## src/hdl/htacc_pkg.sv

```systemverilog
// ============================================================================
// htacc_pkg
// Shared types, widths and the Q16.16 saturating accumulate step for the
// hierarchical transform accumulator.
// ============================================================================
package htacc_pkg;

    localparam int LANES   = 4;
    localparam int DATA_W  = 32;
    localparam int PROD_W  = 2 * DATA_W;
    localparam int FRAC_W  = 16;
    localparam int SHIFT_W = PROD_W - FRAC_W;
    localparam int SUM_W   = SHIFT_W + 1;
    localparam int BONE_W  = 7;
    localparam int PAR_W   = 8;
    localparam int COL_W   = 2;

    localparam logic signed [SUM_W-1:0] SAT_HI = {{(SUM_W-DATA_W+1){1'b0}},
                                                  {(DATA_W-1){1'b1}}};
    localparam logic signed [SUM_W-1:0] SAT_LO = {{(SUM_W-DATA_W+1){1'b1}},
                                                  {(DATA_W-1){1'b0}}};

    typedef logic signed [DATA_W-1:0] elem_t;
    typedef logic signed [PROD_W-1:0] prod_t;
    typedef elem_t vec_t [LANES];

    typedef struct packed {
        logic              valid;
        logic              root;
        logic              pvalid;
        logic              wr_ok;
        logic [BONE_W-1:0] bone;
        logic [COL_W-1:0]  col;
    } ctl_t;

    typedef struct packed {
        elem_t val;
        logic  ovf;
    } sat_t;

    // acc + (prod >>> 16), clamped to 32 bits
    function automatic sat_t sat_add(input elem_t acc, input prod_t prod);
        logic signed [SUM_W-1:0] sum;
        sat_t                    res;
        sum = SUM_W'(acc) + SUM_W'(prod >>> FRAC_W);
        if (sum > SAT_HI)
        begin
            res.val = SAT_HI[DATA_W-1:0];
            res.ovf = 1'b1;
        end
        else if (sum < SAT_LO)
        begin
            res.val = SAT_LO[DATA_W-1:0];
            res.ovf = 1'b1;
        end
        else
        begin
            res.val = sum[DATA_W-1:0];
            res.ovf = 1'b0;
        end
        return res;
    endfunction

endpackage

```

## src/hdl/htacc_out_if.sv

```systemverilog
// ============================================================================
// htacc_out_if
// Result channel: one world matrix column with its overflow flag.
// ============================================================================
interface htacc_out_if;

    logic                                valid;
    logic                                ready;
    logic [htacc_pkg::BONE_W-1:0]        out_bone;
    logic [htacc_pkg::COL_W-1:0]         out_column;
    logic signed [htacc_pkg::DATA_W-1:0] world_0;
    logic signed [htacc_pkg::DATA_W-1:0] world_1;
    logic signed [htacc_pkg::DATA_W-1:0] world_2;
    logic signed [htacc_pkg::DATA_W-1:0] world_3;
    logic                                overflow;

    modport source (
        output valid, out_bone, out_column, world_0, world_1, world_2, world_3,
               overflow,
        input  ready
    );

    modport sink (
        input  valid, out_bone, out_column, world_0, world_1, world_2, world_3,
               overflow,
        output ready
    );

endinterface

```

## src/hdl/htacc_merge.sv

```systemverilog
// ============================================================================
// htacc_merge
// Output register: gathers the four lane results into one world column and
// ORs the lane overflow flags.
// ============================================================================
module htacc_merge (
    input  logic                          clk,
    input  logic                          rst_n,
    input  logic                          adv,
    input  htacc_pkg::ctl_t               ctl_s4,
    input  htacc_pkg::vec_t               lane_res,
    input  logic [htacc_pkg::LANES-1:0]   lane_ovf,
    htacc_out_if.source                   result
);

    logic                         valid_reg;
    logic [htacc_pkg::BONE_W-1:0] bone_reg;
    logic [htacc_pkg::COL_W-1:0]  col_reg;
    htacc_pkg::vec_t              world_reg;
    logic                         ovf_reg;

    always_ff @(posedge clk or negedge rst_n)
    begin
        if (!rst_n)
        begin
            valid_reg <= 1'b0;
        end
        else if (adv)
        begin
            valid_reg <= ctl_s4.valid;
        end
    end

    always_ff @(posedge clk)
    begin
        if (adv && ctl_s4.valid)
        begin
            bone_reg  <= ctl_s4.bone;
            col_reg   <= ctl_s4.col;
            world_reg <= lane_res;
            ovf_reg   <= |lane_ovf;
        end
    end

    assign result.valid      = valid_reg;
    assign result.out_bone   = bone_reg;
    assign result.out_column = col_reg;
    assign result.world_0    = world_reg[0];
    assign result.world_1    = world_reg[1];
    assign result.world_2    = world_reg[2];
    assign result.world_3    = world_reg[3];
    assign result.overflow   = ovf_reg;

endmodule

```

## src/flat_wrapper.sv

```systemverilog
// flat-port wrapper written by rule: the top's interface ports become plain ports
module htacc_merge_flat 
  (clk, rst_n, adv, ctl_s4, lane_res, lane_ovf, result_valid, result_out_bone, result_out_column, result_world_0, result_world_1, result_world_2, result_world_3, result_overflow, result_ready);
  htacc_out_if result_i ();
  input  logic clk;
  input  logic rst_n;
  input  logic adv;
  input  htacc_pkg::ctl_t ctl_s4;
  input  htacc_pkg::vec_t lane_res;
  input  logic [htacc_pkg::LANES-1:0] lane_ovf;
  output wire logic [$bits(result_i.valid)-1:0] result_valid;
  output wire logic [$bits(result_i.out_bone)-1:0] result_out_bone;
  output wire logic [$bits(result_i.out_column)-1:0] result_out_column;
  output wire logic [$bits(result_i.world_0)-1:0] result_world_0;
  output wire logic [$bits(result_i.world_1)-1:0] result_world_1;
  output wire logic [$bits(result_i.world_2)-1:0] result_world_2;
  output wire logic [$bits(result_i.world_3)-1:0] result_world_3;
  output wire logic [$bits(result_i.overflow)-1:0] result_overflow;
  input wire logic [$bits(result_i.ready)-1:0] result_ready;
  assign result_valid = result_i.valid;
  assign result_out_bone = result_i.out_bone;
  assign result_out_column = result_i.out_column;
  assign result_world_0 = result_i.world_0;
  assign result_world_1 = result_i.world_1;
  assign result_world_2 = result_i.world_2;
  assign result_world_3 = result_i.world_3;
  assign result_overflow = result_i.overflow;
  assign result_i.ready = result_ready;
  htacc_merge u_core (.clk(clk), .rst_n(rst_n), .adv(adv), .ctl_s4(ctl_s4), .lane_res(lane_res), .lane_ovf(lane_ovf), .result(result_i));
endmodule
```

## config.mk

```make
export PLATFORM = sky130hd
export DESIGN_NAME = htacc_merge_flat
export DESIGN_NICKNAME = d
export VERILOG_FILES = /design/src/hdl/htacc_pkg.sv /design/src/hdl/htacc_out_if.sv /design/src/hdl/htacc_merge.sv /design/src/flat_wrapper.sv
export SDC_FILE = /design/constraint.sdc
export NUM_CORES = 1
export LEC_CHECK = 0
export BUFFER_PORTS_ARGS = -buffer_cell sky130_fd_sc_hd__buf_4
export CORE_ASPECT_RATIO = 1.75
export CORE_UTILIZATION = 30
export DETAILED_ROUTE_END_ITERATION = 8
export SLEW_MARGIN = 30
export SYNTH_ARGS = -nofsm -noshare
export SYNTH_HDL_FRONTEND = slang
export SYNTH_SLANG_ARGS = --single-unit
```

## constraint.sdc

```tcl
create_clock -name clk -period 0.9 [get_ports clk]
set_clock_uncertainty 0.1 [all_clocks]
set_input_delay 0.045 -clock clk [delete_from_list [all_inputs] [get_ports clk]]
set_output_delay 0.045 -clock clk [all_outputs]
set_load 0.1 [all_outputs]
```

==> flow_summary.yaml, run 1 <==
synthesis:
  ys_warn_count: 0
  yosys.area.top_type: "edfxtp_1"
  synth_seq_area_share_pct: 99.4
  ys_ff_latch: 139
  synth_ff_type: "edfxtp_1"
  yosysMostFrequentCell: "edfxtp_1"
  synth_top_family_by_area: "simple AND/OR/NAND/NOR gates"
  synth_compound_area_share_pct: 0
  async_flop_share_pct: 0.719
  yosys.area_share.simple_pct: 0.328
  syn_area_sq_um: 4190
  synth_area_per_cell_sq_um: 29.5
  synth_common_cells: "138 x edfxtp_1, 1 x and2_1, 1 x dfrtp_1, 1 x mux2_2, 1 x or4_1"
  synth_area_leaders: "edfxtp_1 99%, dfrtp_1 0.60%, mux2_2 0.27%, or4_1 0.18%, and2_1 0.15%"
  synth_cells: 142
  synthAdderAreaFrac_pct: 0
  synth-xor-area-share_pct: 0
  synth.distinct_cells: 5
  muxShareOfSynthArea_pct: 0.268
  synth_edf_count: 138
  synth_top_cell_area_share_pct: 98.8
  syn_nets: 291
floorplanning:
  initial_core_util_pct: 31.0
  dieWidth_um: 91.4
  dieHeight_um: 158
  num_rows: 56
  ios: 288
placement:
  post-dp-hpwl_um: 8220
  io_buffer_count: 283
  dp_slack_ps: -142
  globalplace.congestion: 0.775
cts:
  h-tree-depth: 4
  numCtsBuffers: 17
  cts-root-buf: "clkbuf_16"
  cts_setup_buffers: 0
  ctsHoldBuffers: 128
  cts_resized: 141
  clockBufferDepth: 2
  cts_sinks: 139
run_status:
  status: "aborted with a tool error"
  haltStage: "clock tree synthesis"
  error_line: "[ERROR RSZ-0060] Max buffer count reached."
==> kinds of logic after synthesis <==
logic type / count (synthesis)
flip-flops: 139
multiplexers: 1
AND/OR/NAND/NOR: 2
==> stage by stage <==
step	hold WS [ps]	util (%)	instances	cell area, sq um
3_5_place_dp	-276	48.9	603	6610
3_3_place_gp	-279	48.9	603	6610
2_1_floorplan	-351	-	142	4200
==> run 2: changes to the inputs <==
--- a/config.mk
+++ b/config.mk
@@ -6,9 +6,9 @@
 export NUM_CORES = 1
 export LEC_CHECK = 0
 export BUFFER_PORTS_ARGS = -buffer_cell sky130_fd_sc_hd__buf_4
-export CORE_ASPECT_RATIO = 1.75
-export CORE_UTILIZATION = 30
+export CORE_UTILIZATION = 20
 export DETAILED_ROUTE_END_ITERATION = 8
+export PLACE_DENSITY_LB_ADDON = 0.15
 export SLEW_MARGIN = 30
 export SYNTH_ARGS = -nofsm -noshare
 export SYNTH_HDL_FRONTEND = slang
==> run 2 against run 1 <==
The flow now finishes, with violations (hold timing, setup timing). Synthesized cell count unchanged. Synthesized area unchanged.
==> flow_summary.yaml, run 2 <==
synthesis:
  yosys.area.top_type: "edfxtp_1"
  ys_ff_latch: 139
  synth_area_leaders: "edfxtp_1 99%, dfrtp_1 0.60%, mux2_2 0.27%, or4_1 0.18%, and2_1 0.15%"
  synth_common_cells: "138 x edfxtp_1, 1 x and2_1, 1 x dfrtp_1, 1 x mux2_2, 1 x or4_1"
  synth_seq_area_share_pct: 99.4
  synth_area_per_cell_sq_um: 29.5
  syn_nets: 291
  async_flop_share_pct: 0.719
  yosysMostFrequentCell: "edfxtp_1"
  synth_edf_count: 138
  ys_warn_count: 0
  synth.distinct_cells: 5
  synth_ff_type: "edfxtp_1"
  synth_top_cell_area_share_pct: 98.8
  syn_area_sq_um: 4190
  synth_cells: 142
placement:
  globalplace.congestion: 0.805
  io_buffer_count: 283
  placed_cell_area_sq_um: 6770
  post-dp-hpwl_um: 8960
worst_setup_path:
  crit_fanout: 2
  required_ps: 750
  critPathCaptureType: "primary output"
  crit_chain: "buf_12"
  cp_slowest_stage_delay_ps: 490
  path_buf_inv: 1
  cp_data_arrival_time_ps: 1080
  start_kind: "flop"
  cpLargestDelayFamily: "flip-flops"
  critPathSlowestCell: "dfrtp_4"
  criticalPathCategory: "flop to primary output"
global_route:
  track_usage_pct: 12.2
  grt_pass1_wl_um: 19500
  antenna_found_initial: 0
  grt-ovfl-total: 0
  grt_max_degree: 43
  first_global_vias: 3585
power_and_ir_drop:
  power_leakage_nw: 3.78
  p_int_mw: 13.3
  pwr-share-comb_pct: 26.3
  net-switching-power_mw: 6.46
  p_clk_share_pct: 34.2
  cellPowerDensity_nw_per_um2: 2130
  peakVddDrop_mv: 1.13
  pwr-share-seq_pct: 39.5
  switching_share_pct: 32.7
floorplanning:
  initial_core_util_pct: 20.6
  core_area_sq_um: 20400
  dieWidth_um: 147
  ios: 288
  num_rows: 52
  dieHeight_um: 147
  dieArea_sq_um: 21600
timing:
  setup_violations: 140
  fin_crit_ps: 1220
  max_freq_mhz: 819
  hold_ws_ps: -216
  setup_ws_ps: -320
  fin_crit_sh_pct: 136
  rsz0062_at_grt: "yes"
  slew_headroom_pct: 82.9
  slew_viol_final: 0
  finalHoldViolCount: 1
  tightestPinTransition_ps: 256
route:
  postRouteAntennaNets: 0
  num_vias: 3189
  via_per_inst: 3.64
  wl_um: 12900
  dr.first_iter.drc_count: 93
  wl_per_cell_um: 14.8
  first_pass_iters: 4
  route.detailed.drc: 0
cts:
  h-tree-depth: 4
  cts_tree: "built"
  cts_sinks: 139
  clockBufferDepth: 2
  clock_latency_ps: 410
  cts-root-buf: "clkbuf_16"
  ctsHoldBuffers: 141
  numCtsBuffers: 17
  clk_pin_slew_worst_paths_ps: 60
layout:
  final_area_sq_um: 9300
  area_delta_synth_final_pct: 122
  final_cell_mix: "148 x buf_4, 141 x dlygate4sd3_1, 138 x edfxtp_1, 137 x buf_6, 17 x clkbuf_16"
  fin_nets: 742
  drive_above_1_share_pct: 53.5
  final_common_cell: "buf_4"
  n_antenna_cell: 0
run_status:
  violations: "hold timing, setup timing"
  status: "complete, but fails checks"
min_path:
  min_path_type: "input port to flop"
run:
  drv_cap: 0
[run 2: cell families (layout without fill, tap and decap cells)]
family / after synthesis / after routing / share of synthesized area [%]
DFF: 139 / 139 / 99.4
buffers and inverters: 0 / 464 / 0
muxes: 1 / 1 / 0.268
and+or+nand+nor: 2 / 2 / 0.328
[run 2: stage by stage]
step           setup WS, ps  util [%]  total power [mW]  setup TNS [ps]  std cells
2_1_floorplan          -667         -              11.0         -112840        142
3_3_place_gp           -253      33.2              12.3          -24820        702
3_5_place_dp           -254      33.2              12.3          -25890        702
4_1_cts                -341      45.6              20.1          -37720        875
5_1_grt                -352      45.7              20.5          -39900        876
6_report               -320      45.7              19.8          -33700        876
[run 2: area by class of cell]
| cell class | instances | area, sq um |
|---|---|---|
| Clock buffer | 18 | 429 |
| Tap cell | 270 | 338 |
| Timing Repair Buffer | 432 | 4180 |
| Sequential cell | 139 | 4170 |
| Fill cell | 1801 | 11100 |
| Clock inverter | 14 | 145 |
| Multi-Input combinational cell | 3 | 31.3 |
[run 2: repair_timing]
item | CTS | global route
buffers inserted | 0 | 1
endpoints found under the setup margin | 140 | 140
endpoints found under the hold margin | 140 | 1
pin swaps | 0 | 0
gates resized for setup | 141 | 2
[run 2: final timing paths]
path                                            startpoint                               end  slack, ps  cells after the start
max                        u_core.result.valid$_DFFE_PN0P_                      result_valid       -320                      1
min                                            lane_ovf[0]  u_core.result.overflow$_DFFE_PP_       -220                      2
max reg2reg                u_core.result.valid$_DFFE_PN0P_   u_core.result.valid$_DFFE_PN0P_       -210                      2
min reg2reg                u_core.result.valid$_DFFE_PN0P_   u_core.result.valid$_DFFE_PN0P_        610                      2
max in group asynchronous                            rst_n   u_core.result.valid$_DFFE_PN0P_        180                      3
min in group asynchronous                            rst_n   u_core.result.valid$_DFFE_PN0P_        390                      3
[run 2: routing by layer]
metal  global-route usage, %  part of all wire (%)  up-vias
met5                       0                     0        -
met4                    6.41                   2.8        0
met3                    4.38                   7.7       23
met2                    20.8                    51      187
met1                    13.3                    38     1491
li1                        -                     -     1488
[run 2: power groups by stage]
stage / combinational (mW) / clock (mW) / sequential, mW
6_report: 5.20 / 6.77 / 7.82
5_1_grt: 5.32 / 7.28 / 7.86
4_1_cts: 5.21 / 7.05 / 7.82
3_5_place_dp: 4.42 / 0 / 7.87
3_3_place_gp: 4.42 / 0 / 7.87
2_1_floorplan: 0.0933 / 0 / 10.9
Note: power is estimated with default switching activity, not from simulation.
==> run 3: changes to the inputs <==
--- a/config.mk
+++ b/config.mk
@@ -5,10 +5,12 @@
 export SDC_FILE = /design/constraint.sdc
 export NUM_CORES = 1
 export LEC_CHECK = 0
+export ABC_AREA = 1
 export BUFFER_PORTS_ARGS = -buffer_cell sky130_fd_sc_hd__buf_4
 export CORE_UTILIZATION = 20
 export DETAILED_ROUTE_END_ITERATION = 8
 export PLACE_DENSITY_LB_ADDON = 0.15
+export RECOVER_POWER = 100
 export SLEW_MARGIN = 30
 export SYNTH_ARGS = -nofsm -noshare
 export SYNTH_HDL_FRONTEND = slang
==> constraint.sdc (replaced) <==
create_clock -name clk -period 1.05 [get_ports clk]
set_clock_uncertainty 0.1 [all_clocks]
set_input_delay 0.0525 -clock clk [delete_from_list [all_inputs] [get_ports clk]]
set_output_delay 0.0525 -clock clk [all_outputs]
set_load 0.1 [all_outputs]
==> run 3 against run 2 <==
The flow finishes with violations (setup timing). Combinational power down 15%. Worst hold slack better by 480 ps. Non-clock buffer count up 20. Sequential cell count unchanged. Setup slack better by 170 ps. Total power down 15%. Critical path type unchanged. Critical endpoint is now result_world_2[3]. Largest power group unchanged.
==> flow_summary.yaml, run 3 <==
global_route:
  antenna_found_initial: 0
  grt-ovfl-total: 0
  track_usage_pct: 12.0
  grt.met1_usage_pct: 12.7
  use_met2_pct: 20.6
  grt-busiest-layer: "met2"
  grt_pass1_wl_um: 19400
  first_global_vias: 3698
  grt_max_degree: 17
  use_met3_pct: 5.90
route:
  route.detailed.drc: 0
  wl_um: 12700
  wl_per_cell_um: 14.1
  num_vias: 3286
  postRouteAntennaNets: 0
  dr.first_iter.drc_count: 70
  via_per_inst: 3.65
  first_pass_iters: 2
synthesis:
  synth_top_cell_area_share_pct: 98.7
  synth_edf_count: 138
  ys_ff_latch: 139
  yosysMostFrequentCell: "edfxtp_1"
  synth_seq_area_share_pct: 99.3
  ys_warn_count: 0
  synth.distinct_cells: 5
  synth_common_cells: "138 x edfxtp_1, 4 x nand2_1, 2 x inv_1, 2 x nor2_1, 1 x dfrtp_1"
  syn_area_sq_um: 4200
  syn_nets: 296
  synth_cells: 147
  async_flop_share_pct: 0.719
  synth_ff_type: "edfxtp_1"
  yosys.area.top_type: "edfxtp_1"
  synth_area_per_cell_sq_um: 28.6
  synth_area_leaders: "edfxtp_1 99%, dfrtp_1 0.60%, nand2_1 0.36%, inv_1 0.18%, nor2_1 0.18%"
worst_setup_path:
  criticalPathCategory: "flop to primary output"
  path_buf_inv: 1
  reg2reg_depth: 2
  critPathCaptureType: "primary output"
  cp_data_arrival_time_ps: 1050
  cp_num_cells: 1
  critPathSlowestCell: "edfxtp_1"
  start_kind: "flop"
  required_ps: 900
  cpLargestDelayFamily: "flip-flops"
  crit_fanout: 1
  crit_chain: "buf_6"
  cp_slowest_stage_delay_ps: 420
cts:
  clk_pin_slew_worst_paths_ps: 60
  numCtsBuffers: 17
  cts_sinks: 139
  h-tree-depth: 4
  cts-root-buf: "clkbuf_16"
  cts_tree: "built"
  clock_latency_ps: 410
  clockBufferDepth: 2
  cts_setup_buffers: 0
layout:
  multiInputGateArea_sq_um: 38.8
  nFillCells: 1802
  final_common_cell: "dlygate4sd3_1"
  fin_cells: 901
  area_delta_synth_final_pct: 123
  fin_nets: 767
  n_antenna_cell: 0
  drive_above_1_share_pct: 52.3
  final_cell_mix: "145 x dlygate4sd3_1, 139 x clkbuf_4, 139 x buf_6, 138 x edfxtp_1, 17 x clkbuf_16"
  seq_area_sq_um: 4170
run:
  drv_cap: 0
floorplanning:
  initial_core_util_pct: 20.6
  ios: 288
  dieWidth_um: 147
  core_area_sq_um: 20400
  dieArea_sq_um: 21600
  num_rows: 52
  dieHeight_um: 147
timing:
  rsz0062_at_grt: "yes"
  slew_headroom_pct: 76.0
  slew_viol_final: 0
  tightestPinTransition_ps: 360
  fin_crit_ps: 1200
  setup_ws_ps: -149
  hold_ws_ps: 263
  setup_tns_ps: -13730
  fin_crit_sh_pct: 114
  finalHoldViolCount: 0
  max_freq_mhz: 834
  setup_violations: 139
power_and_ir_drop:
  cellPowerDensity_nw_per_um2: 1800
  peakVddDrop_mv: 1.31
  power_leakage_nw: 3.80
run_status:
  violations: "setup timing"
  status: "complete, but fails checks"
min_path:
  min_path_type: "input port to flop"
  hold_depth: 4
placement:
  post-dp-hpwl_um: 8800
  globalplace.congestion: 0.721
  io_buffer_count: 283
  dp_slack_ps: -18.5
  dp_cells: 724
==> run 3: changes by cell type in the layout (fill, tap and decap cells not counted), sizes merged, moves of 2 or more <==
cell         change
dlygate4sd3      +4
inv              +3
clkinv           +2
nand2            +4
clkbuf         +155
buf            -140
nor2             +2
==> run 3: kinds of logic after synthesis <==
logic type    synth area share (%)
buf+inv                      0.179
flops                         99.3
simple gates                 0.536
==> run 3: cell type report <==
type	count	share of cell area [%]
clock buffer	17	4.54
clock inverter	15	1.50
inverter	2	0.0935
multi-input combinational	6	0.414
sequential	139	44.5
tap	270	3.61
timing repair buffer	452	45.3
==> run 3: path summary, 6_finish.rpt <==
kind	start	slack, ps	end
max	u_core.result.world_2[3]$_DFFE_PP_	-150	result_world_2[3]
max in group asynchronous	rst_n	340	u_core.result.valid$_DFFE_PN0P_
min	ctl_s4[12]	260	u_core.result.world_3[19]$_DFFE_PP_
max reg2reg	u_core.result.valid$_DFFE_PN0P_	310	u_core.result.valid$_DFFE_PN0P_
min in group asynchronous	rst_n	400	u_core.result.valid$_DFFE_PN0P_
min reg2reg	u_core.result.valid$_DFFE_PN0P_	420	u_core.result.valid$_DFFE_PN0P_
==> run 3: timing repair <==
action | in CTS | in global routing
setup endpoints to repair | 139 | 139
hold buffers | 145 | 0
gates resized for setup | 139 | 5
endpoints found under the hold margin | 140 | 0
==> run 3: through the flow <==
step | cell area [sq um] | total power [mW] | utilization [%]
3_3_place_gp | 6960 | 10.6 | 34.1
4_1_cts | 9500 | 17.1 | 46.5
3_5_place_dp | 6960 | 10.6 | 34.1
2_1_floorplan | 4220 | 9.46 | -
5_1_grt | 9370 | 17.4 | 45.9
6_report | 9370 | 16.8 | 45.9
==> run 3: metal layers <==
| layer | vias to the layer above | wire length (um) |
|---|---|---|
| li1 | 1538 | - |
| met2 | 209 | 6310 |
| met5 | - | 0 |
| met1 | 1529 | 4860 |
| met4 | 0 | 176 |
| met3 | 10 | 1410 |
==> run 3: power breakdown <==
group,switching [mW],leakage (nW),internal (mW)
registers,0.183,1.31,6.53
logic,3.05,2.22,1.37
clock network,2.39,0.276,3.30
total,5.63,3.80,11.2
==> run 4: changes to the inputs <==
--- a/config.mk
+++ b/config.mk
@@ -6,9 +6,9 @@
 export NUM_CORES = 1
 export LEC_CHECK = 0
 export ABC_AREA = 1
-export BUFFER_PORTS_ARGS = -buffer_cell sky130_fd_sc_hd__buf_4
 export CORE_UTILIZATION = 20
 export DETAILED_ROUTE_END_ITERATION = 8
+export DONT_BUFFER_PORTS = 1
 export PLACE_DENSITY_LB_ADDON = 0.15
 export RECOVER_POWER = 100
 export SLEW_MARGIN = 30
==> run 4 against run 3 <==
The run now fails in clock tree synthesis. Synthesized cell count did not move. Synthesized area did not move.
==> flow_summary.yaml, run 4 <==
placement:
  globalplace.congestion: 0.834
  io_buffer_count: 0
  post-dp-hpwl_um: 8680
  placed_cell_area_sq_um: 7400
synthesis:
  ys_ff_latch: 139
  yosysMostFrequentCell: "edfxtp_1"
  syn_area_sq_um: 4200
  yosys.area.top_type: "edfxtp_1"
  synth_seq_area_share_pct: 99.3
  ys_warn_count: 0
  synth_top_cell_area_share_pct: 98.7
  synth_area_leaders: "edfxtp_1 99%, dfrtp_1 0.60%, nand2_1 0.36%, inv_1 0.18%, nor2_1 0.18%"
  synth_cells: 147
  async_flop_share_pct: 0.719
  synth.distinct_cells: 5
  synth_common_cells: "138 x edfxtp_1, 4 x nand2_1, 2 x inv_1, 2 x nor2_1, 1 x dfrtp_1"
  synth_edf_count: 138
  syn_nets: 296
  synth_area_per_cell_sq_um: 28.6
  synth_ff_type: "edfxtp_1"
cts:
  ctsHoldBuffers: 119
  h-tree-depth: 4
  cts_resized: 0
  cts_sinks: 139
  cts_setup_buffers: 0
  numCtsBuffers: 17
  cts-root-buf: "clkbuf_16"
  clockBufferDepth: 2
floorplanning:
  dieHeight_um: 147
  ios: 288
  initial_core_util_pct: 20.6
  num_rows: 52
  dieWidth_um: 147
run_status:
  status: "aborted with a tool error"
  error_line: "[ERROR RSZ-0060] Max buffer count reached."
  haltStage: "clock tree synthesis"
==> run 4: cell counts after synthesis <==
Identical to the previous run, type by type.
==> run 4: per-stage QoR <==
stage          hold slack (ps)  worst slack, ps  utilization [%]  std cells
3_5_place_dp              -343             59.0             36.2        559
3_3_place_gp              -343              113             36.2        559
2_1_floorplan             -343            -1570                -        147
==> run 4: cells by family after synthesis <==
logic type / share of synthesized area (%)
buffers and inverters: 0.179
DFF: 99.3
and+or+nand+nor: 0.536
